===== src/design/fct_pkg.sv =====
package fct_pkg;

	localparam int PLANE_COUNT = 6;
	localparam int REG_COUNT = 6;
	localparam int LANES = (PLANE_COUNT < REG_COUNT) ? PLANE_COUNT : REG_COUNT;
	localparam int ADDR_W = 6;
	localparam int QUEUE_DEPTH = 2;

	localparam logic [1:0] OP_POINT = 2'd0;
	localparam logic [1:0] OP_SPHERE = 2'd1;
	localparam logic [1:0] OP_BOX = 2'd2;
	localparam logic [1:0] OP_DIST = 2'd3;

	localparam logic [1:0] VERDICT_INSIDE = 2'd0;
	localparam logic [1:0] VERDICT_INTERSECT = 2'd1;
	localparam logic [1:0] VERDICT_OUTSIDE = 2'd2;

	typedef logic [63:0] plane_t;

	typedef struct packed {
		logic [1:0] opcode;
		logic signed [15:0] pos_x;
		logic signed [15:0] pos_y;
		logic signed [15:0] pos_z;
		logic [14:0] radius;
		logic [14:0] half_x;
		logic [14:0] half_y;
		logic [14:0] half_z;
		logic [47:0] axis_u;
		logic [47:0] axis_v;
		logic [47:0] axis_w;
		logic [2:0] plane_select;
	} in_item_t;

	typedef struct packed {
		logic [1:0] verdict;
		logic signed [23:0] signed_distance;
	} result_t;

	typedef struct packed {
		logic is_sphere;
		logic is_box;
		logic is_dist;
		logic sel_ok;
	} cmd_flags_t;

	typedef struct packed {
		cmd_flags_t flags;
		in_item_t item;
	} cmd_t;

	function automatic logic signed [15:0] lane16(logic [63:0] v, int k);
		lane16 = v[16*k +: 16];
	endfunction

endpackage


===== src/design/fct_cfg.sv =====
module fct_cfg (
	input logic clk,
	input logic arst_n,
	input logic psel,
	input logic penable,
	input logic pwrite,
	input logic [fct_pkg::ADDR_W-1:0] paddr,
	input logic [63:0] pwdata,
	output logic [63:0] prdata,
	output logic pready,
	output fct_pkg::plane_t planes [fct_pkg::REG_COUNT]
);

	logic [2:0] idx;
	fct_pkg::plane_t plane_q [fct_pkg::REG_COUNT];

	assign idx = paddr[5:3];
	assign pready = 1'b1;

	always_ff @(posedge clk or negedge arst_n) begin
		if (!arst_n) begin
			for (int i = 0; i < fct_pkg::REG_COUNT; i++) plane_q[i] <= '0;
		end else if (psel && penable && pwrite) begin
			for (int i = 0; i < fct_pkg::REG_COUNT; i++) begin
				if (idx == 3'(i)) plane_q[i] <= pwdata;
			end
		end
	end

	always_comb begin
		prdata = '0;
		for (int i = 0; i < fct_pkg::REG_COUNT; i++) begin
			if (idx == 3'(i)) prdata = plane_q[i];
		end
	end

	assign planes = plane_q;

endmodule


===== config.mk =====
export PLATFORM = sky130hd
export DESIGN_NAME = fct_cfg
export DESIGN_NICKNAME = d
export VERILOG_FILES = /design/src/design/fct_pkg.sv /design/src/design/fct_cfg.sv
export SDC_FILE = /design/constraint.sdc
export NUM_CORES = 1
export LEC_CHECK = 0
export BUFFER_PORTS_ARGS = -buffer_cell sky130_fd_sc_hd__buf_2
export CAP_MARGIN = 5
export CORE_MARGIN = 10
export CORE_UTILIZATION = 50
export CTS_BUF_LIST = sky130_fd_sc_hd__clkbuf_16
export CTS_CLUSTER_SIZE = 12
export DETAILED_ROUTE_END_ITERATION = 12
export PLACE_DENSITY_LB_ADDON = 0.2
export SYNTH_ARGS = -nofsm -noshare
export SYNTH_HDL_FRONTEND = slang
export SYNTH_SLANG_ARGS = --single-unit

===== constraint.sdc =====
create_clock -name clk -period 2 [get_ports clk]
set_clock_uncertainty 0.05 [all_clocks]
set_input_delay 0.4 -clock clk [delete_from_list [all_inputs] [get_ports clk]]
set_output_delay 0.4 -clock clk [all_outputs]
set_load 0.01 [all_outputs]

# Word level (Yosys, flattened, before mapping)
# Index checks and enable logic that the tools add are counted.
dict set report word_totals {
  regBits 384
  inputBits 75
  elab_cells 26
}
dict set report op_classes {
  n_eq_ne 5
  n_mux 6
  reduce_logical 9
}
# operator n
set op_table {}
lappend op_table {{two-way mux 64 bit} 6}
lappend op_table {{AND reduction 2 bit} 6}
lappend op_table {{== test 3 x 2 -> 1 bit, second input constant} 2}
lappend op_table {{== test 3 bit, second input constant} 2}
lappend op_table {{== test 3 x 1 -> 1 bit, second input constant} 1}
lappend op_table {{zero test 3 bit} 1}
lappend op_table {{logical AND 1 bit} 2}

# Logic depth before layout (Yosys ltp)
dict set report depth {
  depth_word 7
  ltp_mapped 6
  mapped_depth_nobuf 3
}

# Worst setup path after synthesis
# Ideal clock, no wire load.
dict set report synth_path {
  path_kind {in2out}
  start {in paddr[4] (netlist bit)}
  end {out prdata[57]}
  arrival_ns 1.560
  required_time_ns 1.550
  setup_slack_ns -0.010
  stages 6
  path_cell_list {buf_2 -> clkbuf_1 -> clkbuf_1 -> nand3b_1 -> o21a_1 -> o221ai_1}
}
dict set report synth_via {
  elab_chain_cells 7
}
# item line_no
set synth_lines {}
lappend synth_lines {{from (decl)} fct_cfg.sv:7} ;# input logic [fct_pkg::ADDR_W-1:0] paddr,
lappend synth_lines {{zero test 3 bit} fct_cfg.sv:33} ;# if (idx == 3'(i)) prdata = plane_q[i];
lappend synth_lines {{two-way mux 64 bit (5 in a row)} fct_cfg.sv:33}
lappend synth_lines {{two-way mux 64 bit (*)} fct_cfg.sv:33}
lappend synth_lines {{to (decl)} fct_cfg.sv:9} ;# output logic [63:0] prdata,
# Every way passes the cells marked *; elsewhere a longest branch is shown, timed or not.

# Final worst setup path
dict set report layout_path {
  start {reg plane_q (netlist bit planes[374])}
  end {out prdata[54]}
}
dict set report layout_via {
  elab_chain_cells 6
}
# item line_no
set layout_lines {}
lappend layout_lines {{from (decl)} fct_cfg.sv:15} ;# fct_pkg::plane_t plane_q [fct_pkg::REG_COUNT];
lappend layout_lines {{from (signal, indexed assignment)} fct_cfg.sv:25} ;# if (idx == 3'(i)) plane_q[i] <= pwdata;
lappend layout_lines {{two-way mux 64 bit (6 in a row)} fct_cfg.sv:33}
# Every way passes these cells.

==> flow_metrics.py <==
metrics = {
    "placement": {
        "io_buffer_count": 519,
        "dpl.hpwl_um": 43200,
        "place_inst": 2229,
        "place_congestion": 0.885,
    },
    "clocking": {
        "cts.sinks": 384,
        "tritoncts": "built",
        "clkLatencyLatePin_ns": 0.52,
        "cts_root_buf": "clkbuf_16",
        "cts_buffers": 43,
        "clkTransAtPathRegs_ns": 0.06,
        "htreeDepth": 2,
        "clockBufferDepth": 3,
    },
    "floorplanning": {
        "dieArea_um2": 43600,
        "start_util": 0.504,
        "core_um2": 35400,
        "rows": 69,
        "io_pins": 524,
        "die_h_um": 209,
        "die_width_um": 209,
    },
    "power": {
        "pwr_density_cell_nw_per_um2": 1050,
        "p_leak_uw": 0.0122,
        "ir_drop_mv": 0.788,
    },
    "setup_path": {
        "max_stage_delay_ns": 0.43,
        "cp_max_fo": 3,
        "critPathLaunchType": "flop",
        "critPathLaunch": "planes[374]",
        "worst_ep_required_time_ns": 1.55,
        "endpoint_kind": "output port",
        "crit_arrival_ns": 1.60,
        "r2r_start": "planes[264]",
        "critPathBufInv": 1,
        "criticalPathCategory": "flop to output port",
        "critPathTopFamily": "flip-flops",
        "cp_cell_sequence": "mux2i_1 > o21a_1 > o221ai_1 > buf_2",
        "worst_path_max_delay_cell": "dfrtp_1",
    },
    "final_layout": {
        "multi_input_comb_area_um2": 7880,
        "regArea_um2": 9610,
        "largest_reg_flops": 384,
        "num-nets-final": 1980,
        "area_growth_pct": 34.2,
        "final_cell_mix": "buf_2 (516), dfrtp_1 (384), mux2_2 (319)",
        "nFillCells": 2642,
        "fin_cells": 2404,
        "drive_gt1_frac": 0.600,
        "layout_commonest_cell": "buf_2",
    },
    "detailed_routing": {
        "drc": 0,
        "drt_first_pass_iters": 4,
        "drt_iter0_drc": 766,
        "vias": 13650,
        "antenna_left": 0,
        "wl_per_cell_um": 25.5,
        "vias_per_cell": 5.68,
        "totalWireLength_um": 61400,
    },
    "sta": {
        "fin_crit_ns": 2.05,
        "fmax_mhz": 488,
        "post-route-period-util": 1.02,
        "worst_pin_slew_ns": 0.584,
        "grt_setup_unrepaired": "yes",
        "setup_viol": 2,
        "fin_tns_setup_ns": -0.0872,
        "drv_slew": 0,
        "hold_violations": 0,
        "max_slew_margin": 0.610,
        "worst_slack_ns": -0.0476,
    },
    "grt": {
        "grt_pass1_vias": 14123,
        "grt_usage": 0.263,
        "grt_max_degree": 61,
        "grt_pass1_wl_um": 90400,
        "grt_overflow_total": 0,
        "antenna_found_initial": 8,
    },
    "logic_synthesis": {
        "ys_types": 23,
        "avgSynthCellArea_um2": 14.1,
        "netlist_instances": 1262,
        "syn_nets": 1337,
        "ys_seq_area_frac": 0.539,
        "ys_seq_elements": 384,
        "syn_area_um2": 17800,
        "yosys_warnings": 0,
    },
    "min_path": {
        "hold_path.startpoint": "pwdata[8]",
        "worstHoldPathType": "input port to flop",
    },
    "run_status": {
        "status": "finished, violations left",
        "violations": "negative setup slack",
    },
    "flow_run": {
        "maxCapViolCount": 0,
    },
}
==> logic make-up (layout without fill, tap and decap cells) <==
family          count (synthesis)  in the layout  synth area share
flops                         384            384             0.539
mux                           512            512             0.327
buf+inv                        97            771            0.0291
compound gates                128            128            0.0584
simple gates                  140            140            0.0463
other cells                     1              8          0.000210
==> Yosys cell counts (all sizes together) <==
cell type / count / area, um2
nand2b: 2 / 12.5
nand2: 65 / 244
nand3b: 64 / 480
conb: 1 / 3.75
or3: 1 / 6.26
nor3: 1 / 16.3
o21a: 64 / 480
clkbuf: 38 / 143
nand4: 1 / 6.26
nand4b: 1 / 23.8
mux2i: 128 / 1280
dfrtp: 384 / 9610
and3b: 1 / 8.76
nor2: 3 / 18.8
o221ai: 64 / 561
mux2: 384 / 4550
buf: 59 / 375
nor3b: 1 / 7.51
==> metal layers <==
layer | global-route usage | share of wire
met5 | 0 | 0.00055
met4 | 0.0794 | 0.027
met3 | 0.0781 | 0.089
met2 | 0.433 | 0.48
met1 | 0.329 | 0.40
==> report_power, final <==
part | leakage, uW | switching (uW) | internal [uW]
clock network | 0.000684 | 3080 | 4300
logic | 0.00663 | 3440 | 3560
registers | 0.00491 | 1340 | 9300
==> stage by stage <==
stage | total power [uW] | instance area (um2) | util | hold slack, ns | setup WS (ns)
floorplan | 13700 | 17800 | - | 0.0544 | -0.00958
global placement | 17000 | 21600 | 0.611 | 0.345 | -0.0415
detailed placement | 17200 | 21600 | 0.611 | 0.349 | -0.0803
CTS | 24800 | 23200 | 0.656 | 0.104 | -0.0377
global route | 26200 | 23900 | 0.676 | 0.125 | -0.112
finish | 25000 | 23900 | 0.676 | 0.129 | -0.0476
==> timing repair <==
action | 4_1_cts | 5_1_grt
hold endpoints to repair | 44 | 0
setup endpoints to repair | 29 | 60
setup buffers | 30 | 58
pin swaps | 6 | 18
gates resized for setup | 7 | 21
hold buffers | 1 | 0
cloned | 0 | 4
==> path summary, 6_finish.rpt <==
| check | endpoint | slack (ns) | cells past startpoint |
|---|---|---|---|
| worst min register to register | planes[366] | 0.48 | 1 |
| min in group asynchronous | planes[265] | 0.38 | 2 |
| max in group asynchronous | planes[317] | 0.71 | 3 |
| worst max register to register | planes[264] | 0.91 | 3 |
| worst max-delay path | prdata[54] | -0.05 | 4 |
| worst min-delay path | planes[328] | 0.13 | 2 |
==> layout make-up <==
type | instances | area share
multi-input combinational | 781 | 0.330
tap | 461 | 0.0241
sequential | 384 | 0.402
clock buffer | 45 | 0.0471
antenna | 7 | 0.000732
clock inverter | 31 | 0.00790
timing repair buffer | 695 | 0.189
No activity file was read; power rests on OpenSTA's default activity.
