[src/design/fct_pkg.sv]
package fct_pkg;

	localparam int PLANE_COUNT = 6;
	localparam int REG_COUNT = 6;
	localparam int LANES = (PLANE_COUNT < REG_COUNT) ? PLANE_COUNT : REG_COUNT;
	localparam int ADDR_W = 6;
	localparam int QUEUE_DEPTH = 2;

	localparam logic [1:0] OP_POINT = 2'd0;
	localparam logic [1:0] OP_SPHERE = 2'd1;
	localparam logic [1:0] OP_BOX = 2'd2;
	localparam logic [1:0] OP_DIST = 2'd3;

	localparam logic [1:0] VERDICT_INSIDE = 2'd0;
	localparam logic [1:0] VERDICT_INTERSECT = 2'd1;
	localparam logic [1:0] VERDICT_OUTSIDE = 2'd2;

	typedef logic [63:0] plane_t;

	typedef struct packed {
		logic [1:0] opcode;
		logic signed [15:0] pos_x;
		logic signed [15:0] pos_y;
		logic signed [15:0] pos_z;
		logic [14:0] radius;
		logic [14:0] half_x;
		logic [14:0] half_y;
		logic [14:0] half_z;
		logic [47:0] axis_u;
		logic [47:0] axis_v;
		logic [47:0] axis_w;
		logic [2:0] plane_select;
	} in_item_t;

	typedef struct packed {
		logic [1:0] verdict;
		logic signed [23:0] signed_distance;
	} result_t;

	typedef struct packed {
		logic is_sphere;
		logic is_box;
		logic is_dist;
		logic sel_ok;
	} cmd_flags_t;

	typedef struct packed {
		cmd_flags_t flags;
		in_item_t item;
	} cmd_t;

	function automatic logic signed [15:0] lane16(logic [63:0] v, int k);
		lane16 = v[16*k +: 16];
	endfunction

endpackage

[src/design/fct_front.sv]
module fct_front (
	input logic clk,
	input logic arst_n,
	input logic accept,
	input fct_pkg::in_item_t in_item,
	output logic push,
	output fct_pkg::cmd_t cmd
);

	fct_pkg::cmd_flags_t flags;
	logic v_s1;
	fct_pkg::cmd_t cmd_s1;

	always_comb begin
		flags = '0;
		flags.sel_ok = in_item.plane_select < 3'(fct_pkg::LANES);
		unique case (in_item.opcode)
			fct_pkg::OP_POINT: ;
			fct_pkg::OP_SPHERE: flags.is_sphere = 1'b1;
			fct_pkg::OP_BOX: flags.is_box = 1'b1;
			fct_pkg::OP_DIST: flags.is_dist = 1'b1;
			default: ;
		endcase
	end

	always_ff @(posedge clk or negedge arst_n) begin
		if (!arst_n) begin
			v_s1 <= 1'b0;
		end else begin
			v_s1 <= accept;
		end
	end

	always_ff @(posedge clk) begin
		if (accept) begin
			cmd_s1.flags <= flags;
			cmd_s1.item <= in_item;
		end
	end

	assign push = v_s1;
	assign cmd = cmd_s1;

endmodule

[config.mk]
export PLATFORM = sky130hd
export DESIGN_NAME = fct_front
export DESIGN_NICKNAME = d
export VERILOG_FILES = /design/src/design/fct_pkg.sv /design/src/design/fct_front.sv
export SDC_FILE = /design/constraint.sdc
export NUM_CORES = 1
export LEC_CHECK = 0
export BUFFER_PORTS_ARGS = -buffer_cell sky130_fd_sc_hd__buf_2
export CAP_MARGIN = 40
export CORE_AREA = 2 2 206 208
export DETAILED_ROUTE_END_ITERATION = 10
export DIE_AREA = 0 0 208 210
export GPL_ROUTABILITY_DRIVEN = 0
export GPL_TIMING_DRIVEN = 0
export SYNTH_ARGS = -nofsm -noshare
export SYNTH_HDL_FRONTEND = slang
export SYNTH_SLANG_ARGS = --single-unit
export TNS_END_PERCENT = 5
[constraint.sdc]
create_clock -name clk -period 0.8 [get_ports clk]
set_input_delay 0.24 -clock clk [delete_from_list [all_inputs] [get_ports clk]]
set_output_delay 0.24 -clock clk [all_outputs]
set_load 0.02 [all_outputs]
* Word level (Yosys, flattened, before mapping)
Cells that the tools add are included.
W data, S select, Z words.
** Operators by class
- Equality and inequality tests :: 3
- Multiplexer cells :: 3
- Order comparisons :: 1
** Operators with widths (number)
- $eq A2 B2 Y1 const B :: 2
- $lt A3 B3 Y1 const B :: 1
- $mux W1 :: 3
- $eq A2 B1 Y1 const B :: 1
** Word-level totals
- Register bits after elaboration :: 262
- Input bits :: 260
- Output and inout port bits :: 262
- Logic and storage cells :: 24

* Longest topological paths before layout
Gate-level depths: netlist (run 1).
- Word-level depth :: 2
- Depth in mapped cells :: 1
- Depth with buffers taken out :: 1

* Worst setup path before layout (run 1)
Ideal clock, no wire load.
- Path kind :: reg-to-output
- Start point :: reg cmd_s1, in the netlist cmd[0]
- End point :: out cmd[0] (netlist bit)
- Setup slack :: 111 ps
- Data required time :: 560 ps
- Arrival :: 449 ps
- Cell stages (with the launch flop) :: 1
- Path buffers :: 0
- Cell sequence :: edfxtp_1
** RTL lines
- from (decl) :: RTL line fct_front.sv:12 : fct_pkg::cmd_t cmd_s1;
- to (decl) :: RTL line fct_front.sv:7 : output fct_pkg::cmd_t cmd
No word-level cell between the ends.

* Worst setup path in the final report (run 1)
- Start point :: reg cmd_s1, in the netlist cmd[34]
- End point :: out cmd[34] (netlist bit)
No word-level cell between the ends.

==> metrics.cfg, run 1 <==
[status]
outcome = finished with violations
violations = hold timing, setup timing

[synth]
yosysSeqAreaShare = 0.997
syn_area_um2 = 7890
async_flop_share = 0.00382
synth_area_leader_cell = edfxtp_1
syn-num-nets = 526
synth_cells = 266
yosysMostFrequentCell = edfxtp_1
synth_top_area_frac = 0.993
yosys_warnings = 0
synth_edf_count = 261
synth.area.top_cells = edfxtp_1 99%, dfrtp_1 0.32%, and2b_2 0.11%
synthFlopType = edfxtp_1
synth-seq-cells = 262
synth.distinct_cells = 6
syn-mean-instance-area_um2 = 29.7

[routing]
via_count = 5865
wl_um = 26500
drt_iter0_drc = 273
wl_per_cell_um = 16.1
viasPerCell = 3.57
drtAntennaViolNets = 0
drt_pre_antenna_iters = 4
drc = 0

[die]
die_y_um = 210
rows = 75
die_w_um = 208
io_pins = 522
initial_utilization = 0.190
die_area_um2 = 43700
core_um2 = 41500

[sta]
fin_crit_ns = 1.44
slew_headroom = 0.509
finalHoldViolCount = 15
fmax_mhz = 696
drv_slew = 0
worstMarginPinSlew_ns = 0.737
fin_crit_sh = 1.80
grt_setup_unrepaired = true
setup_violations = 305
setup_ws_ns = -0.637
holdWs_ns = -0.0376
tns_ns = -137.08

[worst_hold_path]
min-delay-start = accept
holdPathStages = 1
min_to = cmd[24]
hold_class = primary input to flip-flop

[layout]
drive_gt1_frac = 0.516
n_fill_cell = 3870
area_growth_pct = 90.3
nets = 1339

[clock_tree]
ctsHoldBuffers = 259
clock-sinks = 262
cts_tree = built
clk_pin_slew_ns = 0.07
cts-root-buf = clkbuf_16
cts_setup_buffers = 0
cts_htree_levels = 1
numCtsBuffers = 29
cts_buffer_depth = 3

[critical_path]
critPathLaunch = cmd[34]
path_buf_inv = 1
required_ns = 0.56
worst_path_max_delay_cell = edfxtp_1
critical_path.cell_chain = buf_6
crit_path_start_kind = flip-flop
critPathArrivalTime_ns = 1.20
endpoint_kind = primary output
worst_path_dominant_cell_family = flip-flops
path_max_fanout = 1
critPathKind = flip-flop to primary output
slowest_delay_ns = 0.46

[run]
maxCapViolCount = 0

[power]
cellLeakagePower_nw = 6.29
peakVddDrop_v = 0.00172
power_density_nw_per_um2 = 2260

[placement]
io_buffers = 521
dp_hpwl_um = 17600

[global_route]
grt_usage = 0.114
grt_pass1_vias = 6447
antenna_found_initial = 4
grt_pass1_wl_um = 37800
grt_max_degree = 130
gr-total-overflow = 0

==> how the worst max path moves through the flow <==
stage,endpoint,cells after the start
floorplan,cmd[0],0
global placement,cmd[198],1
detailed placement,cmd[161],2
CTS,cmd[34],1
global route,cmd[63],1
finish,cmd[34],1
==> report_power, final <==
group	total, mW	leakage, nW	switching [mW]	internal [mW]
Combinational	4.72	3.28	2.53	2.18
Clock	12.6	0.447	5.37	7.25
Sequential	16.7	2.57	0.336	16.3
==> placed cells by master (no fill, tap or decap), drive strengths merged <==
cell and n:
clkinvlp 1, diode 2, dlygate4sd3 258, edfxtp 261, buf 523, and2b 1
dlymetal6s4s 1, inv 1, nor2b 1, and2 1, bufinv 1, clkinv 14
nand2 1, dfrtp 1, clkbuf 37
==> per-layer routing <==
layer	vias up	GRT usage	routed length [um]
li1	2719	-	-
met1	2726	0.124	9650
met2	368	0.198	13100
met3	48	0.0556	3130
met4	4	0.0301	677
met5	-	0	20
==> per-stage QoR <==
stage,total power [mW],setup slack [ns],instances,util,cell area [um2]
after detailed placement,20.4,-0.604,1328,0.271,11200
after floorplan,18.3,0.111,266,-,7890
after global placement,20.4,-4.13,1326,0.269,11200
final,34.0,-0.637,1643,0.362,15000
after global routing,35.4,-0.692,1641,0.362,15000
after CTS,34.4,-0.695,1641,0.360,14900
==> flip-flops by register name (all words and copies together) (netlist names) <==
register and cells:
cmd 261, push 1
==> cell type report <==
cell class                      instances  area (um2)  area share
Tap cell                              539         674      0.0449
Antenna cell                            2        5.00    0.000333
Clock buffer                           37         786      0.0523
Sequential cell                       262        7860       0.524
Multi-Input combinational cell          4        26.3     0.00175
Timing Repair Buffer                  782        5540       0.369
Clock inverter                         17         118     0.00783
==> logic make-up after synthesis <==
| logic type | after synthesis | synth area share |
|---|---|---|
| and+or+nand+nor | 4 | 0.00333 |
| DFF | 262 | 0.997 |
==> what timing repair did <==
item / in CTS / in global routing
setup endpoints to repair: 262 / 375
resized for setup: 64 / 25
hold endpoints to repair: 276 / 15
Power figures use the tool's default switching activity.
==> run 2: changes to the inputs <==
CORE_AREA = 2 2 204 206   (was 2 2 206 208)
DIE_AREA = 0 0 206 208   (was 0 0 208 210)
clock period = 1.9 ns   (was 0.8 ns; I/O delays follow)
==> run 2 against run 1 <==
Net effect: the run now ends clean; via count down 17%; global-route usage shrank 1.6 points; utilization decreased by 6.3 points; die area decreased by 1.9%; final area down 19%; clock power down 58%; sequential power shrank 58%.
==> metrics.cfg, run 2 (synthesized netlist as in run 1, its figures left out) <==
[status]
outcome = complete, no violations

[routing]
drtAntennaViolNets = 0  ; unchanged
wl_per_cell_um = 16.7  ; +3.5%
wl_um = 23000  ; -13%
viasPerCell = 3.54  ; -0.89%
drt_pre_antenna_iters = 4  ; unchanged
drt_iter0_drc = 219  ; -20%
drc = 0  ; unchanged
via_count = 4861  ; -17%

[critical_path]
worst_path_max_delay_cell = edfxtp_1
critical_path.cell_chain = buf_2
required_ns = 1.33  ; +0.77 ns
cp.depth = 1  ; unchanged
worst_path_dominant_cell_family = flip-flops
crit_path_end = cmd[110]
path_buf_inv = 1  ; unchanged
path_max_fanout = 1  ; unchanged
critPathArrivalTime_ns = 1.16  ; -0.04 ns
crit_path_start_kind = flip-flop
endpoint_kind = primary output
slowest_delay_ns = 0.43  ; -0.03 ns
critPathLaunch = cmd[110]
critPathKind = flip-flop to primary output

[sta]
fmax_mhz = 577
fin_crit_sh = 0.912
finalHoldViolCount = 0  ; -15
fin_crit_ns = 1.73
slew_headroom = 0.518  ; +0.00902
worstMarginPinSlew_ns = 0.723  ; -0.0135 ns
setup_violations = 0  ; -100%
drv_slew = 0  ; unchanged
grt_setup_unrepaired = false

[layout]
n_fill_cell = 4069  ; +5.1%
final_util = 0.299  ; -0.0628
nets = 1081  ; -19%
layout_common_cells = 520 x buf_2, 261 x edfxtp_1, 29 x clkbuf_16
drive_gt1_frac = 0.670  ; +0.154
final_common_cell = buf_2
area_growth_pct = 53.8
largest_register_ffs = 261  ; unchanged
final_cell_area_um2 = 12100  ; -19%

[global_route]
grt_max_degree = 126  ; -3.1%
grt_pass1_vias = 5104  ; -21%
grt_pass1_wl_um = 31200  ; -18%
grt_usage = 0.0981  ; -0.0158
gr-total-overflow = 0  ; unchanged
antenna_found_initial = 9  ; +5

[power]
cellLeakagePower_nw = 5.10  ; -19%
peakVddDrop_v = 0.000651  ; -62%
power_density_nw_per_um2 = 1130  ; -50%

[clock_tree]
cts-root-buf = clkbuf_16
clk_pin_slew_ns = 0.06  ; about the same
numCtsBuffers = 29  ; unchanged
ctsResizeCount = 0  ; -100%
cts_htree_levels = 1  ; unchanged
cts_tree = built
cts_buffer_depth = 3  ; unchanged
clock-sinks = 262  ; unchanged

[die]
die_w_um = 206  ; -0.96%
core_um2 = 40600  ; -2.2%
rows = 74  ; -1.3%
die_y_um = 208  ; -0.95%
die_area_um2 = 42800  ; -1.9%
io_pins = 522  ; unchanged
initial_utilization = 0.195  ; +0.00433

[run]
maxCapViolCount = 0  ; unchanged

[placement]
post_dp_cell_area_um2 = 11200  ; about the same
dp_hpwl_um = 17500  ; -0.36%
io_buffers = 521  ; unchanged

[worst_hold_path]
hold_class = primary input to flip-flop

[run 2: cell count changes in the layout (fill, tap and decap cells not counted), moves of 2 or more]
cell,previous run,this run
buf_2,478,520
buf_6,42,0
bufinv_16,1,3
clkbuf_8,3,0
clkinv_1,5,7
clkinv_2,7,4
clkinv_4,2,0
dlygate4sd3_1,258,1
[run 2: worst min-delay path by stage]
stage,from,endpoint,slack [ns],depth (start not counted)
global route,in_item[113],cmd[113],0.16,1
global placement,arst_n,push,0.34,1
CTS,in_item[46],cmd[46],0.16,1
detailed placement,arst_n,push,0.35,1
finish,in_item[113],cmd[113],0.20,1
floorplan,arst_n,push,0.27,0
[run 2: report_power, final]
group          internal [mW]  switching (mW)  leakage, nW  total (mW)
clock network           3.17            2.15        0.437        5.31
registers               6.87           0.121         2.57        6.99
logic                  0.489           0.958         2.10        1.45
total                   10.5            3.23         5.10        13.8
[run 2: metal layers]
layer / vias to the layer above / global-route usage / wire [um]
li1: 2200 / - / -
met3: 44 / 0.0351 / 2380
met1: 2335 / 0.110 / 8400
met4: 10 / 0.0409 / 643
met2: 272 / 0.168 / 11500
met5: - / 0 / 59
[run 2: area by class of cell]
| type | instances | area (um2) | share of cell area |
|---|---|---|---|
| clock inverters | 15 | 145 | 0.0120 |
| diodes | 3 | 7.51 | 0.000619 |
| clock buffers | 34 | 744 | 0.0614 |
| repair buffers | 524 | 2680 | 0.221 |
| well taps | 532 | 666 | 0.0549 |
| flip-flops and latches | 262 | 7860 | 0.648 |
| multi-input cells | 4 | 26.3 | 0.00217 |
[run 2: repair_timing]
action	4_1_cts	5_1_grt
buffers inserted	0	0
endpoints found under the hold margin	1	0
hold buffers	1	0
[run 2: metrics by stage]
stage	power [mW]	setup TNS, ns	instances	worst slack [ns]	hold WS (ns)
global placement	8.57	-854.46	1319	-3.32	0.345
detailed placement	8.59	0	1321	0.181	0.346
CTS	14.0	0	1371	0.119	0.157
global route	14.3	0	1373	0.114	0.163
finish	13.8	0	1374	0.167	0.200
floorplan	7.71	0	266	0.881	0.274
