==> src/design/fct_pkg.sv <==
package fct_pkg;

	localparam int PLANE_COUNT = 6;
	localparam int REG_COUNT = 6;
	localparam int LANES = (PLANE_COUNT < REG_COUNT) ? PLANE_COUNT : REG_COUNT;
	localparam int ADDR_W = 6;
	localparam int QUEUE_DEPTH = 2;

	localparam logic [1:0] OP_POINT = 2'd0;
	localparam logic [1:0] OP_SPHERE = 2'd1;
	localparam logic [1:0] OP_BOX = 2'd2;
	localparam logic [1:0] OP_DIST = 2'd3;

	localparam logic [1:0] VERDICT_INSIDE = 2'd0;
	localparam logic [1:0] VERDICT_INTERSECT = 2'd1;
	localparam logic [1:0] VERDICT_OUTSIDE = 2'd2;

	typedef logic [63:0] plane_t;

	typedef struct packed {
		logic [1:0] opcode;
		logic signed [15:0] pos_x;
		logic signed [15:0] pos_y;
		logic signed [15:0] pos_z;
		logic [14:0] radius;
		logic [14:0] half_x;
		logic [14:0] half_y;
		logic [14:0] half_z;
		logic [47:0] axis_u;
		logic [47:0] axis_v;
		logic [47:0] axis_w;
		logic [2:0] plane_select;
	} in_item_t;

	typedef struct packed {
		logic [1:0] verdict;
		logic signed [23:0] signed_distance;
	} result_t;

	typedef struct packed {
		logic is_sphere;
		logic is_box;
		logic is_dist;
		logic sel_ok;
	} cmd_flags_t;

	typedef struct packed {
		cmd_flags_t flags;
		in_item_t item;
	} cmd_t;

	function automatic logic signed [15:0] lane16(logic [63:0] v, int k);
		lane16 = v[16*k +: 16];
	endfunction

endpackage

==> src/design/fct_queue.sv <==
module fct_queue (
	input logic clk,
	input logic arst_n,
	input logic push,
	input fct_pkg::cmd_t push_cmd,
	output logic pop,
	output fct_pkg::cmd_t pop_cmd,
	output logic full
);

	fct_pkg::cmd_t mem_q [fct_pkg::QUEUE_DEPTH];
	logic wr_q;
	logic rd_q;
	logic [1:0] count_q;

	assign pop = count_q != 2'd0;
	assign full = count_q == 2'(fct_pkg::QUEUE_DEPTH);
	assign pop_cmd = mem_q[rd_q];

	always_ff @(posedge clk or negedge arst_n) begin
		if (!arst_n) begin
			wr_q <= 1'b0;
			rd_q <= 1'b0;
			count_q <= '0;
		end else begin
			if (push) wr_q <= ~wr_q;
			if (pop) rd_q <= ~rd_q;
			count_q <= count_q + 2'(push) - 2'(pop);
		end
	end

	always_ff @(posedge clk) begin
		if (push) mem_q[wr_q] <= push_cmd;
	end

endmodule

==> config.mk <==
export PLATFORM = sky130hd
export DESIGN_NAME = fct_queue
export DESIGN_NICKNAME = d
export VERILOG_FILES = /design/src/design/fct_pkg.sv /design/src/design/fct_queue.sv
export SDC_FILE = /design/constraint.sdc
export NUM_CORES = 1
export LEC_CHECK = 0
export ABC_AREA = 1
export BUFFER_PORTS_ARGS = -buffer_cell sky130_fd_sc_hd__buf_2
export CORE_UTILIZATION = 30
export CTS_CLUSTER_SIZE = 16
export DETAILED_ROUTE_END_ITERATION = 8
export PLACE_DENSITY = 0.57
export SLEW_MARGIN = 20
export SYNTH_ARGS = -nofsm -noshare
export SYNTH_HDL_FRONTEND = slang
export SYNTH_SLANG_ARGS = --single-unit
==> constraint.sdc <==
create_clock -name clk -period 27 [get_ports clk]
set_clock_uncertainty 0.1 [all_clocks]
set_input_delay 1.35 -clock clk [delete_from_list [all_inputs] [get_ports clk]]
set_output_delay 1.35 -clock clk [all_outputs]
set_load 0.005 [all_outputs]
Word level (Yosys, flattened, before mapping):

Memory sizes are Yosys's and may differ from the RTL's.
Cells that the tools add are included.

* equality and inequality tests: 1
* bitwise logic cells: 2
* reduce and logical (&&, ||, !) cells: 1
* multiplexer cells: 2
* $add $sub $neg: 2

Operators by type and width (count)
* $add A2 B1 Y2: 1
* $eq A2 B2 Y1 const B: 1
* $mux W1: 2
* $not A1 Y1: 2
* $reduce_bool A2 Y1: 1
* $sub A2 B1 Y2: 1

* bits in writable memories: 522
* input port bits: 264
* register bits: 4
* output and inout port bits: 263
* memories: 1
* word-level logic and storage cells: 12

Memories
* mem_q: words 2, bits a word 261, read ports 1, clocked after memory_dff 0, write ports 1, line fct_queue.sv:11 `fct_pkg::cmd_t mem_q [fct_pkg::QUEUE_DEPTH];`

Longest topological paths before layout:

Gate-level depths: netlist (run 1).

* word-level depth: 2
* mapped depth: 5
* depth with buffers taken out: 5

Least setup slack after synthesis (run 1):

No wires, ideal clock.

* path kind: input port to flip-flop
* start: in push
* end: mem mem_q[0][0] in the netlist's numbering (enable)
* data arrival time: 12.292 ns
* path slack: 13.713 ns
* library setup time: 0.895 ns
* path buffers: 0
* required time: 26.005 ns
* cell stages on the path: 2
* cells stage by stage: inv_1 > nor2_1

* cells in the longest elaborated chain, start to end: 2

RTL lines
* start, declared: line fct_queue.sv:4 `input logic push,`
* $mux W1: line fct_queue.sv:33 `if (push) mem_q[wr_q] <= push_cmd;`
* $mux W1 (implied by the code): line fct_queue.sv:33
* end, declared: line fct_queue.sv:11

No other way between the ends.

==> results.txt, run 1 <==
status -> completed
Arrival @ worst endpoint -> 3.62 ns
DRC Markers -> 0
drt initial violations -> 664
Worst Tran Pin Value -> 1.08 ns
overall power -> 0.00220 W
Filler cells -> 6032
critical path fanouts, max -> 63
CTS Hold Bufs -> 0
initial antenna violation count -> 13
final worst path period need -> 5.07 ns
ANT nets after route -> 0
post-CTS setup buffers -> 0
CORE AREA -> 63000 µm²
Reg-to-Reg End -> mem_q[0][157]
RSZ-0062 raised after global routing -> false
worst r2r path cells -> 4
synth warn -> 0
post-synthesis sequential area ratio -> 82.7%
peak supply drop -> 0.0557 mV
vias -> 12100
leakage -> 10.3 nW
Initial Utilization -> 30.3%
Post-DP HPWL -> 30600 µm
Tcrit/Tclk final -> 18.8%
row count -> 92
port bufs -> 526
Final Hold Vio Count -> 0
TritonCTS Buffers -> 54
worst hold margin -> 0.445 ns
reg2reg setup slack -> 23.47 ns
fin nets -> 2188
kind of critical path -> reg -> out
largest net degree at the start of global routing -> 100
Final WS setup -> 21.93 ns
Worst Setup Start Kind -> flip-flop
vias in the first global route -> 11700
Worst slew margin -> 28.1%
Worst R2R Start -> wr_q
WL per Instance -> 16.9 µm
worst setup path start -> rd_q
Multi-input gate area -> 3020 µm²
IO Count -> 527
CTS Sinks -> 526
Max Cap Viol -> 0
CTS clk-pin slew, worst paths -> 0.06 ns
pre-CTS setup slack -> 21.85 ns
clock insertion delay at the later pin of the skew report -> 0.60 ns
Sequential Area -> 15800 µm²
first-pass GRT wire length -> 68300 µm
# setup viols final -> 0
wirelength, routed -> 47700 µm
crit path capture -> pop_cmd[218]
Die Wd -> 254 µm
worst hold-check path type -> reg -> reg
setup_tns -> 0 ns
Worst setup EP type -> output port
Mapped Area -> 19100 µm²
fraction of layout cells with a size suffix above 1 -> 31.3%
Yosys reg bits -> 526
die area -> 64600 µm²
dpl cell area -> 22600 µm²
achievable clock frequency -> 0.197 GHz
Final Slew Violations -> 0
Critical Path RT -> 25.55 ns
post-route cell area -> 24300 µm²
GRT Util Overall -> 13.9%
First-pass DRT Iterations -> 7
die height -> 254 µm
Syn Area/Cell -> 13.8 µm²
drt via density -> 4.28
Post-CTS Resized -> 0
total nets after synthesis -> 1650
Post-Syn Instances -> 1385
area growth from synthesis to layout -> 27.6%
Max clock buf depth -> 3
grt ovf -> 0
post-synth cell types -> 13
Pwr Density -> 90.6 nW/µm²
H-tree Lvls -> 2
root buffer cell -> clkbuf_16
GPL Wtd Cong -> 0.793
CTS tree -> done
-- per-layer routing --
layer | GRT usage, % | routed length, µm
met1 | 16.4 | 18700
met2 | 23.5 | 23700
met3 | 4.59 | 3940
met4 | 5.28 | 1300
met5 | 0 | 100
-- flip-flops by register name, indices dropped and copies added (netlist names) --
name     count
wr_q         1
count_q      2
mem_q      522
rd_q         1
-- metrics by stage --
| step | util [%] | instances |
|---|---|---|
| floorplan | - | 1385 |
| global placement | 35.9 | 2712 |
| detailed placement | 35.9 | 2712 |
| CTS | 38.6 | 2809 |
| global route | 38.7 | 2816 |
| finish | 38.7 | 2819 |
-- cells by family after synthesis --
logic type | Yosys count | share of synthesized area [%]
buffers and inverters | 62 | 1.53
and+or+nand+nor | 794 | 15.6
DFF | 526 | 82.7
xor gates and xnor gates | 1 | 0.0459
adders and majority gates | 1 | 0.0656
AOI/OAI and AO/OA | 1 | 0.0262
-- worst min-delay path by stage --
stage	slack [ns]	cells after the start	start	endpoint
finish	0.45	1	wr_q	wr_q
CTS	0.43	1	arst_n	count_q[1]
global route	0.44	1	arst_n	count_q[1]
detailed placement	0.44	1	wr_q	wr_q
floorplan	0.36	1	wr_q	wr_q
global placement	0.43	1	wr_q	wr_q
-- final cells by class --
cell class | count | share of cell area, %
diodes | 9 | 0.0925
clock buffers | 70 | 5.88
clock inverters | 27 | 1.03
inverters | 5 | 0.139
multi-input cells | 797 | 12.4
flip-flops and latches | 526 | 64.8
well taps | 846 | 4.35
repair buffers | 539 | 11.3
-- cell usage after synthesis --
cell	instances	area [µm²]
inv_2	1	3.75
edfxtp_1	522	15700
buf_2	39	195
inv_1	4	15.0
dfrtp_1	4	100
nor2_1	4	15.0
xor2_1	1	8.76
clkbuf_1	15	56.3
nand2_1	789	2960
buf_4	3	22.5
nand3b_1	1	7.51
o21ai_0	1	5.00
ha_1	1	12.5
-- where the power goes --
part           total, W  switching, W  internal [W]
clock network  0.000713      0.000303      0.000411
logic          0.000371      0.000253      0.000119
registers       0.00112     0.0000370       0.00108
total           0.00220      0.000592       0.00161
-- critical path, stage by stage (launching register included) --
cell and delay (ns):
dfrtp_4 0.93, buf_4 0.72, buf_4 0.70, nand2_1 0.25
nand2_1 0.15, buf_2 0.12
-- placed cells by master (no fill, tap or decap), types with 2 or more instances in the layout --
master	netlist	routed
buf_4	3	12
clkinv_1	0	11
bufinv_16	0	4
inv_8	0	2
clkbuf_16	0	55
nor2_1	4	3
inv_1	4	3
clkbuf_1	15	15
dfrtp_1	4	3
clkinv_2	0	8
clkinv_8	0	2
diode_2	0	9
buf_2	39	526
nand2_1	789	789
edfxtp_1	522	522
No activity file was read; power rests on OpenSTA's default activity.
==> run 2: changes to the inputs <==
--- a/config.mk
+++ b/config.mk
@@ -5,12 +5,12 @@
 export SDC_FILE = /design/constraint.sdc
 export NUM_CORES = 1
 export LEC_CHECK = 0
-export ABC_AREA = 1
+export ABC_AREA = 0
 export BUFFER_PORTS_ARGS = -buffer_cell sky130_fd_sc_hd__buf_2
 export CORE_UTILIZATION = 30
 export CTS_CLUSTER_SIZE = 16
 export DETAILED_ROUTE_END_ITERATION = 8
-export PLACE_DENSITY = 0.57
+export PLACE_DENSITY = 0.58
 export SLEW_MARGIN = 20
 export SYNTH_ARGS = -nofsm -noshare
 export SYNTH_HDL_FRONTEND = slang
==> constraint.sdc (replaced) <==
create_clock -name clk -period 4.4 [get_ports clk]
set_clock_uncertainty 0.1 [all_clocks]
set_input_delay 0.22 -clock clk [delete_from_list [all_inputs] [get_ports clk]]
set_output_delay 0.22 -clock clk [all_outputs]
set_load 0.005 [all_outputs]
==> run 2 against run 1 <==
  * Sequential share of layout area fell by 8.2 points
  * First-iteration DRC count fell by 23%
  * Synthesized area is 3.5% higher
  * Die area up 3.4%
  * Largest cell class unchanged
  * Largest power group unchanged
==> results.txt, run 2 <==
CTS Sinks -> 526 (unchanged)
Tcrit/Tclk final -> 66.8%
Filler cells -> 5776 (was 6032)
port bufs -> 526 (unchanged)
peak supply drop -> 0.413 mV (was 0.0557 mV)
Pwr Density -> 582 nW/µm² (was 90.6 nW/µm²)
CTS clk-pin slew, worst paths -> 0.06 ns (about the same)
area growth from synthesis to layout -> 41.1% (was 27.6%)
Worst Tran Pin Value -> 1.12 ns (was 1.08 ns)
reg2reg setup slack -> 2.20 ns (was 23.47 ns)
fin nets -> 1932 (was 2188)
GRT Util Overall -> 13.1% (was 13.9%)
vias in the first global route -> 11800 (was 11700)
cell with the most instances after synthesis -> edfxtp_1 (was nand2_1)
Yosys top cell by area -> edfxtp_1 (unchanged)
Buffers & Inverters on Critical Path -> 2 (was 3)
DRC Markers -> 0 (unchanged)
Initial Utilization -> 30.5% (was 30.3%)
clock share of power -> 27.5% (was 32.4%)
post-synth top area share -> 79.4% (was 82.2%)
status -> completed (unchanged)
vias -> 10700 (was 12100)
Gate power share -> 29.5% (was 16.8%)
Hold Startpoint -> push_cmd[73] (was wr_q)
Top delay family on crit path -> flip-flops (was buffers and inverters)
leakage -> 11.0 nW (was 10.3 nW)
row count -> 93 (was 92)
first-pass GRT wire length -> 67800 µm (was 68300 µm)
Biggest register -> mem_q (unchanged)
worst r2r path cells -> 2 (was 4)
TritonCTS Buffers -> 54 (unchanged)
EDFF count, synth -> 522 (unchanged)
ranking of synthesized cells by area -> edfxtp_1 (79%), mux2_4 (14%), mux2_2 (4.6%) (was edfxtp_1 (82%), nand2_1 (16%), buf_2 (1.0%))
drt via density -> 4.17 (was 4.28)
Reg-to-Reg End -> mem_q[1][169] (was mem_q[0][157])
Worst Setup Start Kind -> flip-flop (unchanged)
hold depth -> 2 (was 1)
ANT nets after route -> 0 (unchanged)
Mapped Area -> 19700 µm² (was 19100 µm²)
Syn Area/Cell -> 23.9 µm² (was 13.8 µm²)
cell-internal power -> 0.0119 W (was 0.00161 W)
Yosys reg bits -> 526 (unchanged)
Worst R2R Start -> wr_q (unchanged)
die area -> 66800 µm² (was 64600 µm²)
Worst slew margin -> 25.1% (was 28.1%)
Flop pwr share -> 43.0% (was 50.8%)
fraction of registers with async set/reset -> 0.760% (unchanged)
Largest register FFs -> 522 (unchanged)
sw frac -> 26.8% (was 26.9%)
kind of critical path -> reg -> out (unchanged)
worst-path cell chain -> buf_4 -> mux2_2 -> buf_2 (was buf_4 -> buf_4 -> nand2_1 -> nand2_1 -> buf_2)
Post-CTS Resized -> 0 (unchanged)
final worst path period need -> 2.94 ns
largest net degree at the start of global routing -> 147 (was 100)
GPL Wtd Cong -> 0.776 (was 0.793)
CORE AREA -> 64700 µm² (was 63000 µm²)
Stages on worst setup path -> 3 (was 5)
Max stage delay cell, worst path -> dfrtp_4 (unchanged)
clock insertion delay at the later pin of the skew report -> 0.57 ns (was 0.60 ns)
Die Wd -> 259 µm (was 254 µm)
post-synth cell types -> 13 (unchanged)
worst hold-check path type -> in -> reg (was reg -> reg)
Post-DP HPWL -> 29700 µm (was 30600 µm)
IO Count -> 527 (unchanged)
grt ovf -> 0 (unchanged)
First-pass DRT Iterations -> 4 (was 7)
# setup viols final -> 0 (unchanged)
Final Hold Vio Count -> 0 (unchanged)
critical path fanouts, max -> 50 (was 63)
post-synthesis sequential area ratio -> 79.9% (was 82.7%)
commonest non-fill, non-tap cell in the layout -> buf_2 (was nand2_1)
fraction of layout cells with a size suffix above 1 -> 52.0% (was 31.3%)
NetSw -> 0.00435 W (was 0.000592 W)
initial antenna violation count -> 3 (was 13)
CTS tree -> done (unchanged)
setup_tns -> 0 ns (unchanged)
largest stage delay on the critical path -> 1.08 ns (was 0.93 ns)
most frequent cells in the layout -> buf_2 (526), edfxtp_1 (522), dlygate4sd3_1 (264), mux2_4 (180), mux2_2 (81) (was nand2_1 (789), buf_2 (526), edfxtp_1 (522), clkbuf_16 (55), clkbuf_1 (15))
worst hold margin -> 0.262 ns (was 0.445 ns)
biggest regs -> mem_q x522, count_q x2 (unchanged)
achievable clock frequency -> 0.340 GHz
Final Slew Violations -> 0 (unchanged)
H-tree Lvls -> 2 (unchanged)
wirelength, routed -> 45200 µm (was 47700 µm)
Arrival @ worst endpoint -> 2.62 ns (was 3.62 ns)
Max Cap Viol -> 0 (unchanged)
RSZ-0062 raised after global routing -> false (unchanged)
leading register cell type out of synthesis -> edfxtp_1 (unchanged)
die height -> 259 µm (was 254 µm)
hold path endpoint -> mem_q[0][73] (was wr_q)
Post-Syn Instances -> 826 (was 1385)
drt initial violations -> 512 (was 664)
root buffer cell -> clkbuf_16 (unchanged)
synth warn -> 0 (unchanged)
total nets after synthesis -> 1091 (was 1650)
commonest cells in the netlist -> edfxtp_1 (522), mux2_4 (180), mux2_2 (81) (was nand2_1 (789), edfxtp_1 (522), buf_2 (39))
WL per Instance -> 17.6 µm (was 16.9 µm)
Critical Path RT -> 4.08 ns (was 25.55 ns)
overall power -> 0.0162 W (was 0.00220 W)
Max clock buf depth -> 3 (unchanged)
Worst setup EP type -> output port (unchanged)
run 2: cell families after synthesis:
group	count (synthesis)	synth area share, %
XOR/XNOR	3	0.133
adder cells (fa/ha/maj)	1	0.0634
buffers and inverters	29	1.40
flip-flops	526	79.9
multiplexers	261	18.3
AND/OR/NAND/NOR	6	0.178
run 2: repair_timing:
item / in CTS / in global routing
buffers inserted: 0 / 0
setup endpoints to repair: 0 / 0
hold buffers: 264 / 0
hold endpoints to repair: 529 / 0
run 2: through the flow:
| stage | setup WS [ns] | area, µm² | util (%) | cells |
|---|---|---|---|---|
| 2_1_floorplan | -0.420 | 19700 | - | 826 |
| 3_3_place_gp | 1.96 | 23500 | 36.3 | 2202 |
| 3_5_place_dp | 1.96 | 23500 | 36.3 | 2202 |
| 4_1_cts | 1.30 | 27900 | 43.1 | 2563 |
| 5_1_grt | 1.26 | 27900 | 43.1 | 2564 |
| 6_report | 1.46 | 27900 | 43.1 | 2564 |
run 2: layout make-up:
| class | instances | area (µm²) | share of cell area [%] |
|---|---|---|---|
| Multi-Input combinational cell | 271 | 3700 | 13.3 |
| Tap cell | 855 | 1070 | 3.84 |
| Antenna cell | 1 | 2.50 | 0.00898 |
| Clock buffer | 67 | 1460 | 5.25 |
| Clock inverter | 30 | 267 | 0.957 |
| Sequential cell | 526 | 15800 | 56.6 |
| Timing Repair Buffer | 814 | 5580 | 20.0 |
run 2: worst max-delay path by stage:
stage               start     endpoint  slack, ns
CTS                  rd_q  pop_cmd[33]       1.30
detailed placement   rd_q  pop_cmd[33]       1.96
floorplan            wr_q  mem_q[0][0]      -0.42
global route         rd_q  pop_cmd[33]       1.26
finish               rd_q   pop_cmd[1]       1.46
global placement     rd_q  pop_cmd[33]       1.96
run 2: routing by layer:
layer | global-route usage, % | wire length, µm
met5 | 0 | 23
met4 | 4.09 | 1160
met3 | 4.69 | 3680
met2 | 23.6 | 23500
met1 | 14.3 | 16900
run 2: power by group through the flow:
stage	combinational, W	clock (W)	sequential (W)
after global placement	0.00467	0	0.00705
final	0.00478	0.00447	0.00698
after floorplan	0.00296	0	0.00701
after CTS	0.00489	0.00462	0.00699
after detailed placement	0.00468	0	0.00710
after global routing	0.00514	0.00480	0.00707
==> run 3: changes to the inputs <==
--- a/config.mk
+++ b/config.mk
@@ -10,7 +10,7 @@
 export CORE_UTILIZATION = 30
 export CTS_CLUSTER_SIZE = 16
 export DETAILED_ROUTE_END_ITERATION = 8
-export PLACE_DENSITY = 0.58
+export PLACE_DENSITY = 0.56
 export SLEW_MARGIN = 20
 export SYNTH_ARGS = -nofsm -noshare
 export SYNTH_HDL_FRONTEND = slang
==> constraint.sdc (replaced) <==
create_clock -name clk -period 2.91 [get_ports clk]
set_clock_uncertainty 0.1 [all_clocks]
set_input_delay 0.1455 -clock clk [delete_from_list [all_inputs] [get_ports clk]]
set_output_delay 0.1455 -clock clk [all_outputs]
set_load 0.005 [all_outputs]
==> run 3 against run 2 <==
  * Hold slack lost 0.086 ns
  * Non-clock buffer count up 9
  * Core utilization rose by 0.17 points
  * First-iteration DRC count shrank 4.3%
  * Critical path type unchanged
  * Critical endpoint is now pop_cmd[214]
  * Largest power group unchanged
==> results.txt, run 3 (same netlist as run 2, synthesis figures left out) <==
clock share of power -> 27.8% (was 27.5%)
Non-Filler Instances -> 2578 (was 2564)
kind of critical path -> reg -> out (unchanged)
met2 global-route usage -> 24.4% (was 23.6%)
largest net degree at the start of global routing -> 77 (was 147)
commonest non-fill, non-tap cell in the layout -> buf_2 (unchanged)
H-tree Lvls -> 2 (unchanged)
First-pass DRT Iterations -> 4 (unchanged)
grt peak-use layer -> met2 (unchanged)
root buffer cell -> clkbuf_16 (unchanged)
clock insertion delay at the later pin of the skew report -> 0.59 ns (was 0.57 ns)
GRT Util Overall -> 13.4% (was 13.1%)
status -> completed (unchanged)
TritonCTS Buffers -> 57 (was 54)
Worst Tran Pin Value -> 0.562 ns (was 1.12 ns)
DRC Markers -> 0 (unchanged)
sw frac -> 27.2% (was 26.8%)
Post-DP HPWL -> 31500 µm (was 29700 µm)
Worst slew margin -> 62.5% (was 25.1%)
worst hold-check path type -> in -> reg (unchanged)
cell-internal power -> 0.0180 W (was 0.0119 W)
biggest regs -> mem_q x522, count_q x2 (unchanged)
vias in the first global route -> 11900 (was 11800)
hold depth -> 2 (unchanged)
Final Slew Violations -> 0 (unchanged)
Die Wd -> 259 µm (unchanged)
worst r2r path cells -> 2 (unchanged)
leakage -> 11.0 nW (about the same)
Final Hold Vio Count -> 0 (unchanged)
row count -> 93 (unchanged)
CTS tree -> done (unchanged)
Worst Setup Start Kind -> flip-flop (unchanged)
Largest register FFs -> 522 (unchanged)
IO Count -> 527 (unchanged)
NetSw -> 0.00673 W (was 0.00435 W)
Tcrit/Tclk final -> 87.4%
Critical Path RT -> 2.66 ns (was 4.08 ns)
wirelength, routed -> 46300 µm (was 45200 µm)
WL per Instance -> 18.0 µm (was 17.6 µm)
CORE AREA -> 64700 µm² (unchanged)
first-pass GRT wire length -> 68800 µm (was 67800 µm)
Arrival @ worst endpoint -> 2.30 ns (was 2.62 ns)
critical path fanouts, max -> 45 (was 50)
post-CTS setup buffers -> 0 (unchanged)
Worst setup EP type -> output port (unchanged)
M1 GR Usage -> 14.7% (was 14.3%)
Max clock buf depth -> 3 (unchanged)
die area -> 66800 µm² (unchanged)
Flop pwr share -> 42.2% (was 43.0%)
Biggest register -> mem_q (unchanged)
vias -> 10900 (was 10700)
Initial Utilization -> 30.5% (unchanged)
final worst path period need -> 2.54 ns
drt initial violations -> 490 (was 512)
fraction of layout cells with a size suffix above 1 -> 52.4% (was 52.0%)
Cells after DPL -> 2211 (was 2202)
RSZ-0062 raised after global routing -> false (unchanged)
peak supply drop -> 0.601 mV (was 0.413 mV)
drt via density -> 4.22 (was 4.17)
Pwr Density -> 884 nW/µm² (was 582 nW/µm²)
worst hold margin -> 0.177 ns (was 0.262 ns)
CTS clk-pin slew, worst paths -> 0.06 ns (about the same)
# setup viols final -> 0 (unchanged)
GPL Wtd Cong -> 0.761 (was 0.776)
achievable clock frequency -> 0.393 GHz
Max Cap Viol -> 0 (unchanged)
initial antenna violation count -> 3 (unchanged)
grt ovf -> 0 (unchanged)
ANT nets after route -> 0 (unchanged)
area growth from synthesis to layout -> 41.7% (was 41.1%)
Gate power share -> 29.9% (was 29.5%)
met3 usage -> 4.28% (was 4.69%)
die height -> 259 µm (unchanged)
port bufs -> 526 (unchanged)
fin nets -> 1944 (was 1932)
most frequent cells in the layout -> buf_2 (526), edfxtp_1 (522), dlygate4sd3_1 (264), mux2_4 (180), mux2_2 (81) (unchanged)
CTS Sinks -> 526 (unchanged)
run 3: worst max-delay path, stage by stage, from the launching register on:
cell	delay, ns
dfrtp_4	0.77
buf_12	0.40
mux2_4	0.34
buf_2	0.13
run 3: path summary, 6_finish.rpt:
| kind | from | to | slack, ns |
|---|---|---|---|
| setup / recovery | rd_q | pop_cmd[214] | 0.37 |
| hold / removal | push_cmd[64] | mem_q[0][64] | 0.18 |
| setup reg to reg | wr_q | mem_q[1][46] | 1.06 |
| hold reg to reg | wr_q | wr_q | 0.45 |
| max in group asynchronous | arst_n | rd_q | 2.13 |
| min in group asynchronous | arst_n | count_q[1] | 0.38 |
run 3: layout make-up:
cell class	count	area, µm²
fillers	5761	36700
flip-flops and latches	526	15800
repair buffers	823	5640
multi-input cells	271	3700
clock buffers	70	1520
well taps	855	1070
clock inverters	32	265
diodes	1	2.50
run 3: what timing repair did:
action                                 in CTS  in global routing
endpoints found under the hold margin     529                  0
hold buffers                              264                  0
gates resized for setup                     0                  0
run 3: per-layer routing:
metal  wire [µm]  share of wire [%]  up-vias
li1            -                  -     5014
met1       17400                 38     5424
met2       24400                 53      336
met3        3170                6.9       90
met4        1310                2.8        4
met5          22              0.048        -
run 3: metrics by stage:
step / total power (W) / instance area (µm²) / setup WS (ns) / setup TNS (ns) / utilization, %
3_3_place_gp: 0.0178 / 23500 / 0.914 / 0 / 36.4
2_1_floorplan: 0.0151 / 19700 / -1.91 / -829.61 / -
6_report: 0.0247 / 28000 / 0.367 / 0 / 43.2
4_1_cts: 0.0251 / 28000 / 0.277 / 0 / 43.2
5_1_grt: 0.0259 / 28000 / 0.229 / 0 / 43.2
3_5_place_dp: 0.0179 / 23500 / 0.932 / 0 / 36.4
run 3: power groups by stage:
stage / Sequential, W / Clock, W / Combinational [W]
finish: 0.0104 / 0.00689 / 0.00740
global route: 0.0106 / 0.00735 / 0.00795
CTS: 0.0105 / 0.00708 / 0.00757
detailed placement: 0.0106 / 0 / 0.00725
global placement: 0.0106 / 0 / 0.00722
floorplan: 0.0106 / 0 / 0.00448
